## config.mk

```make
export PLATFORM = sky130hd
export DESIGN_NAME = led_indicator_blink_flash_core
export DESIGN_NICKNAME = d
export VERILOG_FILES = /design/src/sv/ledbf_pkg.sv /design/src/sv/ledbf_cfg_regs.sv /design/src/sv/ledbf_eval.sv /design/src/sv/led_indicator_blink_flash_core.sv
export SDC_FILE = /design/constraint.sdc
export NUM_CORES = 1
export LEC_CHECK = 0
export ABC_AREA = 0
export BUFFER_PORTS_ARGS = -buffer_cell sky130_fd_sc_hd__buf_4
export CAP_MARGIN = 25
export CORE_UTILIZATION = 61
export DETAILED_ROUTE_END_ITERATION = 10
export MAX_ROUTING_LAYER = met4
export PLACE_DENSITY = 0.81
export SLEW_MARGIN = 20
export SYNTH_ARGS = -nofsm -noshare
export SYNTH_HDL_FRONTEND = slang
export SYNTH_SLANG_ARGS = --single-unit
```

## constraint.sdc

```tcl
create_clock -name clk -period 5.3 [get_ports clk]
set_clock_uncertainty 0.05 [all_clocks]
set_input_delay 1.06 -clock clk [delete_from_list [all_inputs] [get_ports clk]]
set_output_delay 1.06 -clock clk [all_outputs]
set_load 0.03 [all_outputs]
```

## src/sv/ledbf_pkg.sv

```systemverilog
// Shared types, codes and the gear brightness table for the LED indicator core.
// No dependencies; imported by every module of the block.
`timescale 1ns / 1ps

package ledbf_pkg;

	localparam int unsigned CntW    = 16;
	localparam int unsigned DutyW   = 8;
	localparam int unsigned GearW   = 3;
	localparam int unsigned GearInW = 8;
	localparam int unsigned ModeInW = 3;
	localparam int unsigned KindW   = 2;
	localparam int unsigned CfgIdxW = 2;
	localparam int unsigned CfgW    = 16;

	localparam logic [GearW-1:0]   GearMax   = 3'd4;
	localparam logic [CntW-1:0]    CntMax    = 16'hFFFF;
	localparam logic [DutyW-1:0]   DutyFull  = 8'd255;

	localparam logic [CntW-1:0] FlashDurRst = 16'd100;
	localparam logic [CntW-1:0] SlowIvlRst  = 16'd500;
	localparam logic [CntW-1:0] FastIvlRst  = 16'd100;

	// request kinds
	localparam logic [KindW-1:0] KIND_TICK = 2'd0;
	localparam logic [KindW-1:0] KIND_GEAR = 2'd1;
	localparam logic [KindW-1:0] KIND_MODE = 2'd2;

	// mode command codes
	localparam logic [ModeInW-1:0] CMD_OFF   = 3'd0;
	localparam logic [ModeInW-1:0] CMD_ON    = 3'd1;
	localparam logic [ModeInW-1:0] CMD_SLOW  = 3'd2;
	localparam logic [ModeInW-1:0] CMD_FAST  = 3'd3;
	localparam logic [ModeInW-1:0] CMD_FLASH = 3'd4;

	// configuration register indexes
	localparam logic [CfgIdxW-1:0] REG_INVERT    = 2'd0;
	localparam logic [CfgIdxW-1:0] REG_FLASH_DUR = 2'd1;
	localparam logic [CfgIdxW-1:0] REG_SLOW_IVL  = 2'd2;
	localparam logic [CfgIdxW-1:0] REG_FAST_IVL  = 2'd3;

	typedef enum logic [3:0] {
		MODE_OFF  = 4'b0001,
		MODE_ON   = 4'b0010,
		MODE_SLOW = 4'b0100,
		MODE_FAST = 4'b1000
	} mode_t;

	typedef struct packed {
		logic            invert;
		logic [CntW-1:0] flash_duration;
		logic [CntW-1:0] slow_interval;
		logic [CntW-1:0] fast_interval;
		logic            flash_clr;
	} cfg_t;

	typedef struct packed {
		logic [KindW-1:0]   kind;
		logic [GearInW-1:0] gear_value;
		logic [ModeInW-1:0] mode_value;
	} item_t;

	typedef struct packed {
		logic             analog_drive;
		logic             pin_level;
		logic [DutyW-1:0] pwm_duty;
		logic             logical_on;
	} result_t;

	function automatic logic [DutyW-1:0] gear_duty(input logic [GearW-1:0] g);
		logic [DutyW-1:0] d;
		unique case (g)
			3'd0:    d = 8'd0;
			3'd1:    d = 8'd64;
			3'd2:    d = 8'd128;
			3'd3:    d = 8'd192;
			default: d = 8'd255;
		endcase
		return d;
	endfunction

	function automatic mode_t cmd_to_mode(input logic [ModeInW-1:0] c);
		mode_t m;
		unique case (c)
			CMD_ON:   m = MODE_ON;
			CMD_SLOW: m = MODE_SLOW;
			CMD_FAST: m = MODE_FAST;
			default:  m = MODE_OFF;
		endcase
		return m;
	endfunction

endpackage

```

## src/sv/ledbf_cfg_regs.sv

```systemverilog
// Configuration registers of the LED indicator core.
// Depends on ledbf_pkg.
`timescale 1ns / 1ps

module ledbf_cfg_regs
	import ledbf_pkg::*;
(
	input  logic               clk,
	input  logic               arst_n,
	input  logic               cfg_we,
	input  logic [CfgIdxW-1:0] cfg_index,
	input  logic [CfgW-1:0]    cfg_data,
	output cfg_t               cfg
);

	logic            invert_q;
	logic [CntW-1:0] flash_dur_q;
	logic [CntW-1:0] slow_ivl_q;
	logic [CntW-1:0] fast_ivl_q;

	always_ff @(posedge clk or negedge arst_n) begin
		if (!arst_n) begin
			invert_q    <= 1'b0;
			flash_dur_q <= FlashDurRst;
			slow_ivl_q  <= SlowIvlRst;
			fast_ivl_q  <= FastIvlRst;
		end else if (cfg_we) begin
			unique case (cfg_index)
				REG_INVERT:    invert_q    <= cfg_data[0];
				REG_FLASH_DUR: flash_dur_q <= cfg_data;
				REG_SLOW_IVL:  slow_ivl_q  <= cfg_data;
				REG_FAST_IVL:  fast_ivl_q  <= cfg_data;
			endcase
		end
	end

	assign cfg.invert         = invert_q;
	assign cfg.flash_duration = flash_dur_q;
	assign cfg.slow_interval  = slow_ivl_q;
	assign cfg.fast_interval  = fast_ivl_q;
	// a zero flash length ends a running flash
	assign cfg.flash_clr      = cfg_we && (cfg_index == REG_FLASH_DUR) && (cfg_data == '0);

endmodule

```

## src/sv/ledbf_eval.sv

```systemverilog
// LED state registers and the single-pass update for one request.
// Depends on ledbf_pkg; driven from the input stage of the top level.
`timescale 1ns / 1ps

module ledbf_eval
	import ledbf_pkg::*;
(
	input  logic    clk,
	input  logic    arst_n,
	input  logic    fire,
	input  item_t   item,
	input  cfg_t    cfg,
	output logic    has_result,
	output result_t res
);

	mode_t           base_mode_q, mode_d;
	logic [GearW-1:0] gear_q, gear_d;
	logic [CntW-1:0] blink_el_q, blink_el_d;
	logic            phase_q, phase_d;
	logic [CntW-1:0] flash_el_q, flash_el_d;
	logic            busy_q, busy_d;
	logic            flash_lvl_q, flash_lvl_d;
	logic            lit_q, lit_d;

	logic [GearW-1:0] gear_clamp;
	mode_t            req_mode;
	logic             mode_change;
	logic [CntW-1:0]  blink_inc, flash_inc, ivl;
	logic [DutyW-1:0] duty;
	logic             dig_on, analog;

	assign has_result = (item.kind == KIND_TICK);
	assign gear_clamp = (item.gear_value > GearInW'(GearMax)) ? GearMax
		: item.gear_value[GearW-1:0];

	always_comb begin
		mode_d      = base_mode_q;
		gear_d      = gear_q;
		blink_el_d  = blink_el_q;
		phase_d     = phase_q;
		flash_el_d  = flash_el_q;
		busy_d      = busy_q;
		flash_lvl_d = flash_lvl_q;
		lit_d       = lit_q;
		req_mode    = MODE_OFF;
		mode_change = 1'b0;
		blink_inc   = (blink_el_q != CntMax) ? blink_el_q + 1'b1 : CntMax;
		flash_inc   = (flash_el_q != CntMax) ? flash_el_q + 1'b1 : CntMax;
		ivl         = (base_mode_q == MODE_FAST) ? cfg.fast_interval : cfg.slow_interval;
		duty        = gear_duty(gear_q);
		dig_on      = 1'b0;
		analog      = 1'b0;

		priority if (item.kind == KIND_GEAR) begin
			gear_d      = gear_clamp;
			req_mode    = (gear_clamp != '0) ? MODE_ON : MODE_OFF;
			mode_change = 1'b1;
		end else if (item.kind == KIND_MODE) begin
			if (item.mode_value == CMD_FLASH) begin
				if (cfg.flash_duration != '0 && base_mode_q != MODE_FAST) begin
					flash_el_d  = '0;
					flash_lvl_d = ~lit_q;
					busy_d      = 1'b1;
				end
			end else if (item.mode_value <= CMD_FAST) begin
				req_mode    = cmd_to_mode(item.mode_value);
				mode_change = 1'b1;
				if (item.mode_value == CMD_FAST)
					busy_d = 1'b0;
			end
		end else if (item.kind == KIND_TICK) begin
			blink_el_d = blink_inc;
			flash_el_d = flash_inc;
			if (busy_q && base_mode_q != MODE_FAST && flash_inc < cfg.flash_duration) begin
				dig_on = flash_lvl_q;
			end else begin
				if (busy_q && base_mode_q != MODE_FAST)
					busy_d = 1'b0;
				unique case (base_mode_q)
					MODE_ON: begin
						analog = (duty != '0);
					end
					MODE_SLOW, MODE_FAST: begin
						// toggle once the interval has run out
						if (blink_inc >= ivl) begin
							phase_d    = ~phase_q;
							blink_el_d = '0;
						end
						dig_on = phase_d;
					end
					default: dig_on = 1'b0;
				endcase
			end
			lit_d = analog | dig_on;
		end else begin
			// kind three: drop
		end

		if (mode_change && req_mode != base_mode_q) begin
			mode_d     = req_mode;
			blink_el_d = '0;
			phase_d    = 1'b0;
		end

		res.analog_drive = analog;
		res.pin_level    = analog ? 1'b0 : (dig_on ^ cfg.invert);
		res.pwm_duty     = analog ? (cfg.invert ? DutyFull - duty : duty) : '0;
		res.logical_on   = analog | dig_on;
	end

	always_ff @(posedge clk or negedge arst_n) begin
		if (!arst_n) begin
			base_mode_q <= MODE_OFF;
			gear_q      <= '0;
			blink_el_q  <= '0;
			phase_q     <= 1'b0;
			flash_el_q  <= '0;
			busy_q      <= 1'b0;
			flash_lvl_q <= 1'b0;
			lit_q       <= 1'b0;
		end else begin
			if (fire) begin
				base_mode_q <= mode_d;
				gear_q      <= gear_d;
				blink_el_q  <= blink_el_d;
				phase_q     <= phase_d;
				flash_el_q  <= flash_el_d;
				flash_lvl_q <= flash_lvl_d;
				lit_q       <= lit_d;
			end
			if (cfg.flash_clr)
				busy_q <= 1'b0;
			else if (fire)
				busy_q <= busy_d;
		end
	end

endmodule

```

## src/sv/led_indicator_blink_flash_core.sv

```systemverilog
// Top level of the LED indicator core: input stage, result register, config port.
// Depends on ledbf_pkg, ledbf_cfg_regs and ledbf_eval.
//
//   channel  direction  handshake          payload
//   in       request    in_valid/in_ready  kind, gear_value, mode_value
//   out      result     out_valid/out_ready analog_drive, pin_level, pwm_duty, logical_on
//   cfg      write      cfg_we             cfg_index, cfg_data
//
// One request per cycle while the output is not stalled; a tick is registered in the
// input stage, then its result in the result register. Commands give no result.
// The input stage advances whenever the result register is empty or being taken, or when its
// request is not a tick; a stalled output holds one tick, and a second tick stops intake.
// Reset clears all mode and counter state to off, config to its defaults.
`timescale 1ns / 1ps

module led_indicator_blink_flash_core
	import ledbf_pkg::*;
(
	input  logic               clk,
	input  logic               arst_n,
	input  logic               in_valid,
	output logic               in_ready,
	input  logic [KindW-1:0]   kind,
	input  logic [GearInW-1:0] gear_value,
	input  logic [ModeInW-1:0] mode_value,
	output logic               out_valid,
	input  logic               out_ready,
	output logic               analog_drive,
	output logic               pin_level,
	output logic [DutyW-1:0]   pwm_duty,
	output logic               logical_on,
	input  logic               cfg_we,
	input  logic [CfgIdxW-1:0] cfg_index,
	input  logic [CfgW-1:0]    cfg_data
);

	cfg_t    cfg;
	item_t   item_s1;
	logic    valid_s1;
	logic    fire_s1;
	logic    has_res;
	result_t res_d;
	result_t res_q;
	logic    out_valid_q;

	ledbf_cfg_regs u_cfg (
		.clk       (clk),
		.arst_n    (arst_n),
		.cfg_we    (cfg_we),
		.cfg_index (cfg_index),
		.cfg_data  (cfg_data),
		.cfg       (cfg)
	);

	ledbf_eval u_eval (
		.clk        (clk),
		.arst_n     (arst_n),
		.fire       (fire_s1),
		.item       (item_s1),
		.cfg        (cfg),
		.has_result (has_res),
		.res        (res_d)
	);

	assign fire_s1  = valid_s1 && (!has_res || !out_valid_q || out_ready);
	assign in_ready = !valid_s1 || fire_s1;

	always_ff @(posedge clk or negedge arst_n) begin
		if (!arst_n) begin
			valid_s1    <= 1'b0;
			out_valid_q <= 1'b0;
		end else begin
			if (in_ready)
				valid_s1 <= in_valid;
			if (fire_s1 && has_res)
				out_valid_q <= 1'b1;
			else if (out_ready)
				out_valid_q <= 1'b0;
		end
	end

	always_ff @(posedge clk) begin
		if (in_ready && in_valid) begin
			item_s1.kind       <= kind;
			item_s1.gear_value <= gear_value;
			item_s1.mode_value <= mode_value;
		end
		if (fire_s1 && has_res)
			res_q <= res_d;
	end

	assign out_valid    = out_valid_q;
	assign analog_drive = res_q.analog_drive;
	assign pin_level    = res_q.pin_level;
	assign pwm_duty     = res_q.pwm_duty;
	assign logical_on   = res_q.logical_on;

endmodule

```

-- Word level (Yosys, flattened, before mapping)
Index checks and enable logic that the tools add are counted.
- $add $sub $neg: 3
- reductions and logical operators: 42
- equal/unequal tests: 29
- muxes and demuxes: 63
- order comparisons: 4
- bitwise logic cells: 7
- operators by type and width (cell ; number):
    16-bit 2-to-1 mux ; 14
    1-bit 2-to-1 mux ; 40
    16-bit by 1-bit adder with 16-bit output (second input constant) ; 2
    16-bit != test (second input constant) ; 2
    8-bit case mux with 4 select lines ; 1
    16-bit >= comparator ; 1
    16-bit logical NOT ; 1
    16-bit < comparator ; 1
    4-bit 2-to-1 mux ; 4
    4-bit != test (second input constant) ; 4
    16-bit nonzero test ; 1
    3-bit by 2-bit == test with 1-bit output (second input constant) ; 4
    2-bit != test (second input constant) ; 6
    4-bit case mux with 3 select lines ; 1
    2-bit AND reduction ; 6
    5-bit AND reduction ; 2
    2-bit nonzero test ; 5
    1-bit logical AND ; 9
    3-bit nonzero test ; 3
    8-bit by 3-bit greater-than comparator with 1-bit output (second input constant) ; 1
    8-bit 2-to-1 mux ; 1
    4-bit AND reduction ; 2
    8-bit AND reduction ; 1
    8-bit nonzero test ; 1
    22 further kinds ; 35
- flip-flop bits (word level): 118
- word-level logic and storage cells: 169
- output and inout bits: 13
- input bits: 36

-- Longest topological paths before layout
Gate-level depths: netlist of the first run.
- depth in word-level cells: 13
- mapped depth: 17
- mapped depth without buffers: 15

-- By module
Synthesis of the first run repeated with hierarchy kept, for this count alone.
- cells, all modules: 590
- area, all modules: 6661.4 µm²
- modules (own cells, without submodules) (module ; instances ; seq. area each (µm²) ; cells an instance ; area an instance (µm²)):
    ledbf_eval ; 1 ; 1077.3 ; 444 ; 3819.9
    ledbf_cfg_regs ; 1 ; 1241.2 ; 112 ; 2014.4
    led_indicator_blink_flash_core ; 1 ; 770.7 ; 34 ; 827.0

-- Worst setup path after synthesis of the first run
Ideal clock, no wire load.
- path kind: register to register
- from: reg u_eval.base_mode_q[1]
- to: reg u_eval.lit_q
- buffers on the path: 2
- slack: 1.561 ns
- data arrival time: 3.579 ns
- library setup time: 0.110 ns
- stages on the path, launching flop included: 14
- data required time: 5.140 ns
- clock period less this slack: 3.739 ns
- cell sequence: dfrtp_1 or2_2 clkbuf_2 nor2_4 buf_1 mux2i_1 ha_1 a211oi_1 nor2_1 or3_1 a211oi_2 mux2i_1 nor3_1 o41ai_1
- longest elaborated chain between the ends: 10
- elaborated cells between the ends (all ways): 21
- classes of those cells: order compare (1); eq/ne (4); mux (12); bitwise (1); reduce/logical (3)
- ends and longest elaborated chain (item ; RTL line ; RTL):
    from (decl) ; ledbf_eval.sv:17 ; mode_t base_mode_q, mode_d;
    from (signal assigned) ; ledbf_eval.sv:124 ; base_mode_q <= mode_d;
    4-bit == test ; ledbf_eval.sv:50, ledbf_eval.sv:80 ;
    16-bit 2-to-1 mux ; ledbf_eval.sv:50 ; ivl = (base_mode_q == MODE_FAST) ? cfg.fast_interval : cfg.slow_interval;
    16-bit >= comparator ; ledbf_eval.sv:86 ; if (blink_inc >= ivl) begin
    1-bit 2-to-1 mux ; ledbf_eval.sv:86 ;
    1-bit 2-to-1 mux ; ledbf_eval.sv:80 ; unique case (base_mode_q)
    1-bit 2-to-1 mux ; ledbf_eval.sv:75 ; if (busy_q && base_mode_q != MODE_FAST && flash_inc < cfg.flash_duration) begin
    1-bit 2-to-1 mux ; ledbf_eval.sv:72 ; end else if (item.kind == KIND_TICK) begin
    1-bit 2-to-1 mux ; ledbf_eval.sv:59 ; end else if (item.kind == KIND_MODE) begin
    1-bit 2-to-1 mux ; ledbf_eval.sv:55 ; priority if (item.kind == KIND_GEAR) begin
    1-bit bitwise OR * ; ledbf_eval.sv:95 ; lit_d = analog | dig_on;
    to (signal assigned) ; ledbf_eval.sv:130 ; lit_q <= lit_d;
    to (decl) ; ledbf_eval.sv:24 ; logic lit_q, lit_d;
Every way passes the cells marked *; elsewhere a longest branch is shown, timed or not. The select of a mux whose other input is x is not followed.
A chain may end at the register's enable or synchronous reset.

-- Worst setup path in the final report of the first run
- from: reg u_eval.blink_el_q[6]
- to: reg u_eval.blink_el_q[2]
- longest elaborated chain between the ends: 10
- elaborated cells between the ends (all ways): 11
- classes of those cells: add/sub (1); order compare (1); eq/ne (1); mux (8)
- ends and longest elaborated chain (item ; RTL line ; RTL):
    from (decl) ; ledbf_eval.sv:19 ; logic [CntW-1:0] blink_el_q, blink_el_d;
    from (signal assigned) ; ledbf_eval.sv:126 ; blink_el_q <= blink_el_d;
    16-bit by 1-bit adder with 16-bit output or 16-bit != test (tied branches) ; ledbf_eval.sv:48 ; blink_inc = (blink_el_q != CntMax) ? blink_el_q + 1'b1 : CntMax;
    16-bit 2-to-1 mux * ; ledbf_eval.sv:48 ;
    16-bit >= comparator ; ledbf_eval.sv:86 ;
    16-bit 2-to-1 mux ; ledbf_eval.sv:86 ;
    16-bit 2-to-1 mux ; ledbf_eval.sv:80 ;
    16-bit 2-to-1 mux * ; ledbf_eval.sv:75 ;
    16-bit 2-to-1 mux * ; ledbf_eval.sv:72 ;
    16-bit 2-to-1 mux * ; ledbf_eval.sv:59 ;
    16-bit 2-to-1 mux * ; ledbf_eval.sv:55 ;
    16-bit 2-to-1 mux * ; ledbf_eval.sv:100 ; if (mode_change && req_mode != base_mode_q) begin
Marks and branches as above.

==> impl_metrics.yaml, run 1 <==
outcome:
  run_status: "finished, final reports clean"
sta:
  setup_viol: 0
  timing.final.crit_share: 0.812
  period_minus_slack_ps: 4300
  setup_ws_ps: 998
  rsz0062_at_grt: "false"
  timing.fmax_ghz: 0.232
  slew_viol_final: 0
  setup_tns_ps: 0
  max_slew_margin: 0.401
  worstMarginPinSlew_ps: 895
  hold_viol: 0
floorplanning:
  ios: 49
  initial_utilization: 0.641
  die-width_um: 104
  core_sq_um: 9910
  die_y_um: 104
  floorplan.rows: 36
  dieArea_sq_um: 10800
setup_path:
  regToRegStartpoint: "u_eval.blink_el_q[6]"
  r2r-end: "u_eval.blink_el_q[2]"
  cp.arrival_ps: 4710
  cp-start-kind: "flop"
  cp_max_fo: 16
  crit_start: "u_eval.blink_el_q[6]"
  crit_required_ps: 5710
  path_buf_inv: 0
  cp_cell_sequence: "and3_1, and3_1, nand2_1, nor2_1, nand3_1, nand2_1, ha_1, a211oi_1, nor2_1, or3_1, a211oi_2, a211oi_4, nor2_2, a22o_1"
  worstSetupPathType: "flop to flop"
  r2r_setup_slack_ps: 1000
  slowest_delay_ps: 570
  endpoint_kind: "flop"
  worst-r2r-cell-count: 14
  endpoint: "u_eval.blink_el_q[2]"
  worst_path_max_delay_cell: "nor2_2"
  critical_path.top_delay_family: "simple AND/OR/NAND/NOR gates"
  path_depth: 14
logic_synthesis:
  yosys_warnings: 0
  ys_seq_area_frac: 0.463
  synthTopCellsByArea: "dfrtp_1 32%, mux2_2 9.0%, edfxtp_1 9.0%"
  syn_nets: 665
  yosysUniqueCellTypes: 59
  synth_top_area_share: 0.319
  async_flop_share: 0.832
  synthesis.instances: 593
  synth_area_sq_um: 6350
  ys_seq_elements: 113
  ys.flop_type: "dfrtp_1"
  synth_top_area_cell: "dfrtp_1"
  synth_edf_count: 19
  syn_avg_cell_area_sq_um: 10.7
run:
  drv_cap: 0
grt:
  grt_pass1_wl_mm: 23.1
  gr-total-overflow: 0
  grt_start_max_net_pins: 52
  grt_pass1_vias: 4776
  gr-usage-all-layers: 0.283
  antenna_found_initial: 0
pwr:
  p_switching_uw: 721
  pwr-share-clk: 0.426
  power_density_nw_per_um2: 366
  max-vdd-ir-drop_v: 0.000416
  power_leakage_uw: 0.00339
  switching_share: 0.268
  seq_power_share: 0.409
  p_int_uw: 1970
  pwr-share-comb: 0.165
layout:
  multi_input_area_sq_um: 3160
  final_common_cell: "dfrtp_1"
  final_nets: 710
  nFillCells: 679
  area_growth_pct: 15.9
  drive_gt1_frac: 0.244
  final_cell_mix: "81 x dfrtp_1, 55 x nand2_1, 51 x mux2_2"
  seq_area_sq_um: 2940
  diodes: 0
route:
  drtPass1Iterations: 5
  detail_route.vias_per_cell: 6.03
  drt-wirelength-per-cell_um: 17.7
  ant_nets: 0
  drc: 0
  vias: 4731
  wl_mm: 13.9
  first_iter_violations: 272
cts:
  ctsHoldBuffers: 0
  cts_sinks: 113
  cts_buffers: 17
  h-tree-depth: 4
  cts_root_buf: "clkbuf_8"
  clk_path_buf_depth: 2
  clk_pin_slew_ps: 60
  postCtsSetupRepairBufs: 0
  cts_resized: 0
  cts_tree: "yes"
  clock_latency_ps: 530
placement:
  gp_congestion: 0.858
  portBuffers: 48
  dpl.hpwl_mm: 9.85
  place_ws_ps: 1100
worst_hold_path:
  hold_path.class: "flop to flop"
-- per-layer routing --
layer,vias up,global-route usage,part of all wire
li1,2257,-,-
met1,2313,0.368,0.46
met2,127,0.439,0.48
met3,34,0.0670,0.044
met4,0,0.0959,0.020
met5,-,-,0
-- worst min path at each step --
stage	from	to	slack (ps)	cells past startpoint
after floorplan	u_eval.lit_q	u_eval.flash_lvl_q	370	1
after global placement	u_eval.lit_q	u_eval.flash_lvl_q	400	1
after detailed placement	u_eval.lit_q	u_eval.flash_lvl_q	430	1
after CTS	u_eval.lit_q	u_eval.flash_lvl_q	430	1
after global routing	u_eval.lit_q	u_eval.flash_lvl_q	460	1
final	u_eval.lit_q	u_eval.flash_lvl_q	440	1
-- state kept, by name, indices dropped and copies added, names as in the netlist, 3 cells and up --
signal	flops
u_eval.gear_q	3
item_s1	13
u_cfg.slow_ivl_q	16
u_cfg.flash_dur_q	16
u_eval.blink_el_q	16
u_eval.base_mode_q	4
u_eval.flash_el_q	16
u_cfg.fast_ivl_q	16
pwm_duty	3
-- synthesized netlist by cell type (11+ instances only) --
cell type,instances
a21oi_1,24
a22o_1,26
and3_1,11
dfrtp_1,81
dfstp_2,13
edfxtp_1,19
ha_1,36
inv_1,32
mux2_2,51
mux2i_1,19
nand2_1,55
nand3_1,15
nand4_1,12
nor2_1,25
o21ai_0,29
-- worst reg2reg max path: stages (launching register included) --
cell and delay (ps):
dfrtp_1 410, and3_1 220, and3_1 230, nand2_1 90, nor2_1 260, nand3_1 430
nand2_1 250, ha_1 270, a211oi_1 280, nor2_1 70, or3_1 350, a211oi_2 400
a211oi_4 80, nor2_2 570, a22o_1 260
-- logic make-up (layout without fill, tap and decap cells) --
kind of cell / count (synthesis) / after routing / synth area share
AND/OR/NAND/NOR: 189 / 189 / 0.161
flip-flops: 113 / 113 / 0.463
AO/OA/AOI/OAI: 109 / 109 / 0.118
multiplexers: 70 / 70 / 0.120
buffers and inverters: 56 / 114 / 0.0388
adder cells (fa/ha/maj): 36 / 36 / 0.0710
XOR/XNOR: 20 / 20 / 0.0276
-- power groups by stage --
stage	clock network [uW]	logic (uW)	registers (uW)
3_3_place_gp	0	419	1100
6_report	1150	445	1100
2_1_floorplan	0	322	1080
4_1_cts	1160	445	1100
5_1_grt	1200	499	1120
3_5_place_dp	0	440	1110
-- stage by stage --
stage | util | hold WS, ps | power, uW | area, sq um | cells
4_1_cts | 0.743 | 433 | 2700 | 7360 | 784
2_1_floorplan | - | 370 | 1400 | 6350 | 593
3_3_place_gp | 0.682 | 398 | 1520 | 6760 | 752
3_5_place_dp | 0.682 | 433 | 1550 | 6760 | 752
6_report | 0.743 | 437 | 2690 | 7360 | 784
5_1_grt | 0.743 | 457 | 2820 | 7360 | 784
-- cell type report --
type | instances | share of cell area
clock buffer | 23 | 0.0634
clock inverter | 9 | 0.0177
inverter | 32 | 0.0163
multi-input combinational | 424 | 0.430
sequential | 113 | 0.399
tap | 133 | 0.0226
timing repair buffer | 50 | 0.0510
(Power assumes the default switching activity.)
==> inputs of run 2 (changes only) <==
--- a/config.mk
+++ b/config.mk
@@ -8,10 +8,10 @@
 export ABC_AREA = 0
 export BUFFER_PORTS_ARGS = -buffer_cell sky130_fd_sc_hd__buf_4
 export CAP_MARGIN = 25
-export CORE_UTILIZATION = 61
+export CORE_UTILIZATION = 55
 export DETAILED_ROUTE_END_ITERATION = 10
 export MAX_ROUTING_LAYER = met4
-export PLACE_DENSITY = 0.81
+export PLACE_DENSITY = 0.77
 export SLEW_MARGIN = 20
 export SYNTH_ARGS = -nofsm -noshare
 export SYNTH_HDL_FRONTEND = slang
==> constraint.sdc (replaced) <==
create_clock -name clk -period 3.6 [get_ports clk]
set_clock_uncertainty 0.05 [all_clocks]
set_input_delay 0.72 -clock clk [delete_from_list [all_inputs] [get_ports clk]]
set_output_delay 0.72 -clock clk [all_outputs]
set_load 0.03 [all_outputs]
==> impl_metrics.yaml, run 2 (synthesis results as in run 1) <==
outcome:
  run_status: "finished with violations"
  violations: "setup timing"
floorplanning:
  dieArea_sq_um: 12000
  initial_utilization: 0.575
  floorplan.rows: 38
  die_y_um: 109
  core_sq_um: 11000
  ios: 49
  die-width_um: 109
grt:
  gr-usage-all-layers: 0.282
  grt_pass1_vias: 4872
  gr-total-overflow: 0
  grt_pass1_wl_mm: 24.3
  grt_start_max_net_pins: 52
  antenna_found_initial: 0
cts:
  clock_latency_ps: 430
  cts_sinks: 113
  cts_root_buf: "clkbuf_16"
  h-tree-depth: 4
  cts_tree: "yes"
  cts_buffers: 17
  ctsHoldBuffers: 0
  clk_pin_slew_ps: 50
  clk_path_buf_depth: 2
pwr:
  power_leakage_uw: 0.00360
  max-vdd-ir-drop_v: 0.000715
  power_density_nw_per_um2: 524
layout:
  seq_area_sq_um: 2940
  multi_input_area_sq_um: 3400
  fin_area_sq_um: 7920
  final_cell_mix: "83 x buf_4, 78 x dfrtp_1, 51 x nand2_1, 51 x mux2_2, 32 x inv_1"
  final_common_cell: "buf_4"
  fin_cells: 830
  area_growth_pct: 24.7
  drive_gt1_frac: 0.343
  final_nets: 749
  nFillCells: 718
  diodes: 0
route:
  wl_mm: 16.2
  drc: 0
  drtPass1Iterations: 6
  drt-wirelength-per-cell_um: 19.5
  vias: 5098
  ant_nets: 0
  detail_route.vias_per_cell: 6.14
  first_iter_violations: 291
placement:
  placed_cell_area_sq_um: 6880
  dp.cells: 773
  portBuffers: 48
  gp_congestion: 0.868
  dpl.hpwl_mm: 10.3
  place_ws_ps: -255
setup_path:
  endpoint_kind: "flop"
  worst-r2r-cell-count: 15
  r2r-end: "pwm_duty[7]"
  worstSetupPathType: "flop to flop"
  cp_max_fo: 6
  cp.arrival_ps: 3850
  r2r_setup_slack_ps: -10
  slowest_delay_ps: 430
  cp-start-kind: "flop"
  regToRegStartpoint: "u_eval.flash_el_q[1]"
  crit_required_ps: 3830
  path_depth: 15
  critical_path.top_delay_family: "simple AND/OR/NAND/NOR gates"
  path_buf_inv: 1
  cp_cell_sequence: "and4_4, nand4_1, buf_4, nor2_2, and4_4, xnor2_1, nand2_1, ha_1, nand2_1, nor3_2, nand3_1, o2111a_2, and2_4, or3_4, nor2_2"
  worst_path_max_delay_cell: "dfrtp_1"
worst_hold_path:
  hold_path.class: "input port to asynchronous set/reset pin"
sta:
  rsz0062_at_grt: "true"
  max_slew_margin: 0.414
  slew_viol_final: 0
  timing.final.crit_share: 1.00
  worstMarginPinSlew_ps: 877
  hold_viol: 0
  setup_viol: 1
  timing.fmax_ghz: 0.277
  period_minus_slack_ps: 3610
  setup_ws_ps: -13.3
run:
  drv_cap: 0
run 2: timing repair:
action	4_1_cts	5_1_grt
pin swaps	2	40
cloned	1	2
setup buffers	2	20
resized for setup	8	52
endpoints found under the setup margin	23	24
run 2: routing by layer:
metal  up-vias  track usage  share of wire
met5         -            -              0
met4         0        0.119          0.024
met2       192        0.440           0.50
met3        34       0.0688          0.056
met1      2543        0.350           0.42
li1       2329            -              -
run 2: worst max path at each step:
stage | slack [ps] | to | startpoint
after CTS | 6 | u_eval.lit_q | u_eval.blink_el_q[2]
after global placement | -110 | u_eval.lit_q | u_eval.base_mode_q[1]
after detailed placement | -260 | u_eval.lit_q | u_eval.blink_el_q[7]
after floorplan | 70 | u_eval.lit_q | u_eval.base_mode_q[1]
final | -10 | pwm_duty[7] | u_eval.flash_el_q[1]
after global routing | -210 | pwm_duty[7] | u_eval.flash_el_q[1]
run 2: per-stage QoR:
step                utilization  setup TNS [ps]  hold WS (ps)  total power [uW]
floorplan                     -               0           370              2070
finish                    0.718           -13.3           275              4150
global placement          0.623            -888           388              2250
detailed placement        0.623           -3210           416              2300
global route              0.718           -3510           329              4310
CTS                       0.683               0           289              4050
run 2: final cells by class:
class / instances / area share
repair buffers: 87 / 0.0855
clock buffers: 19 / 0.0547
multi-input cells: 426 / 0.430
flip-flops and latches: 113 / 0.372
clock inverters: 13 / 0.0210
well taps: 140 / 0.0221
inverters: 32 / 0.0152
run 2: power breakdown:
group          switching, uW  internal [uW]  total (uW)
Clock                    590           1140        1730
Combinational            416            376         791
Sequential               140           1490        1630
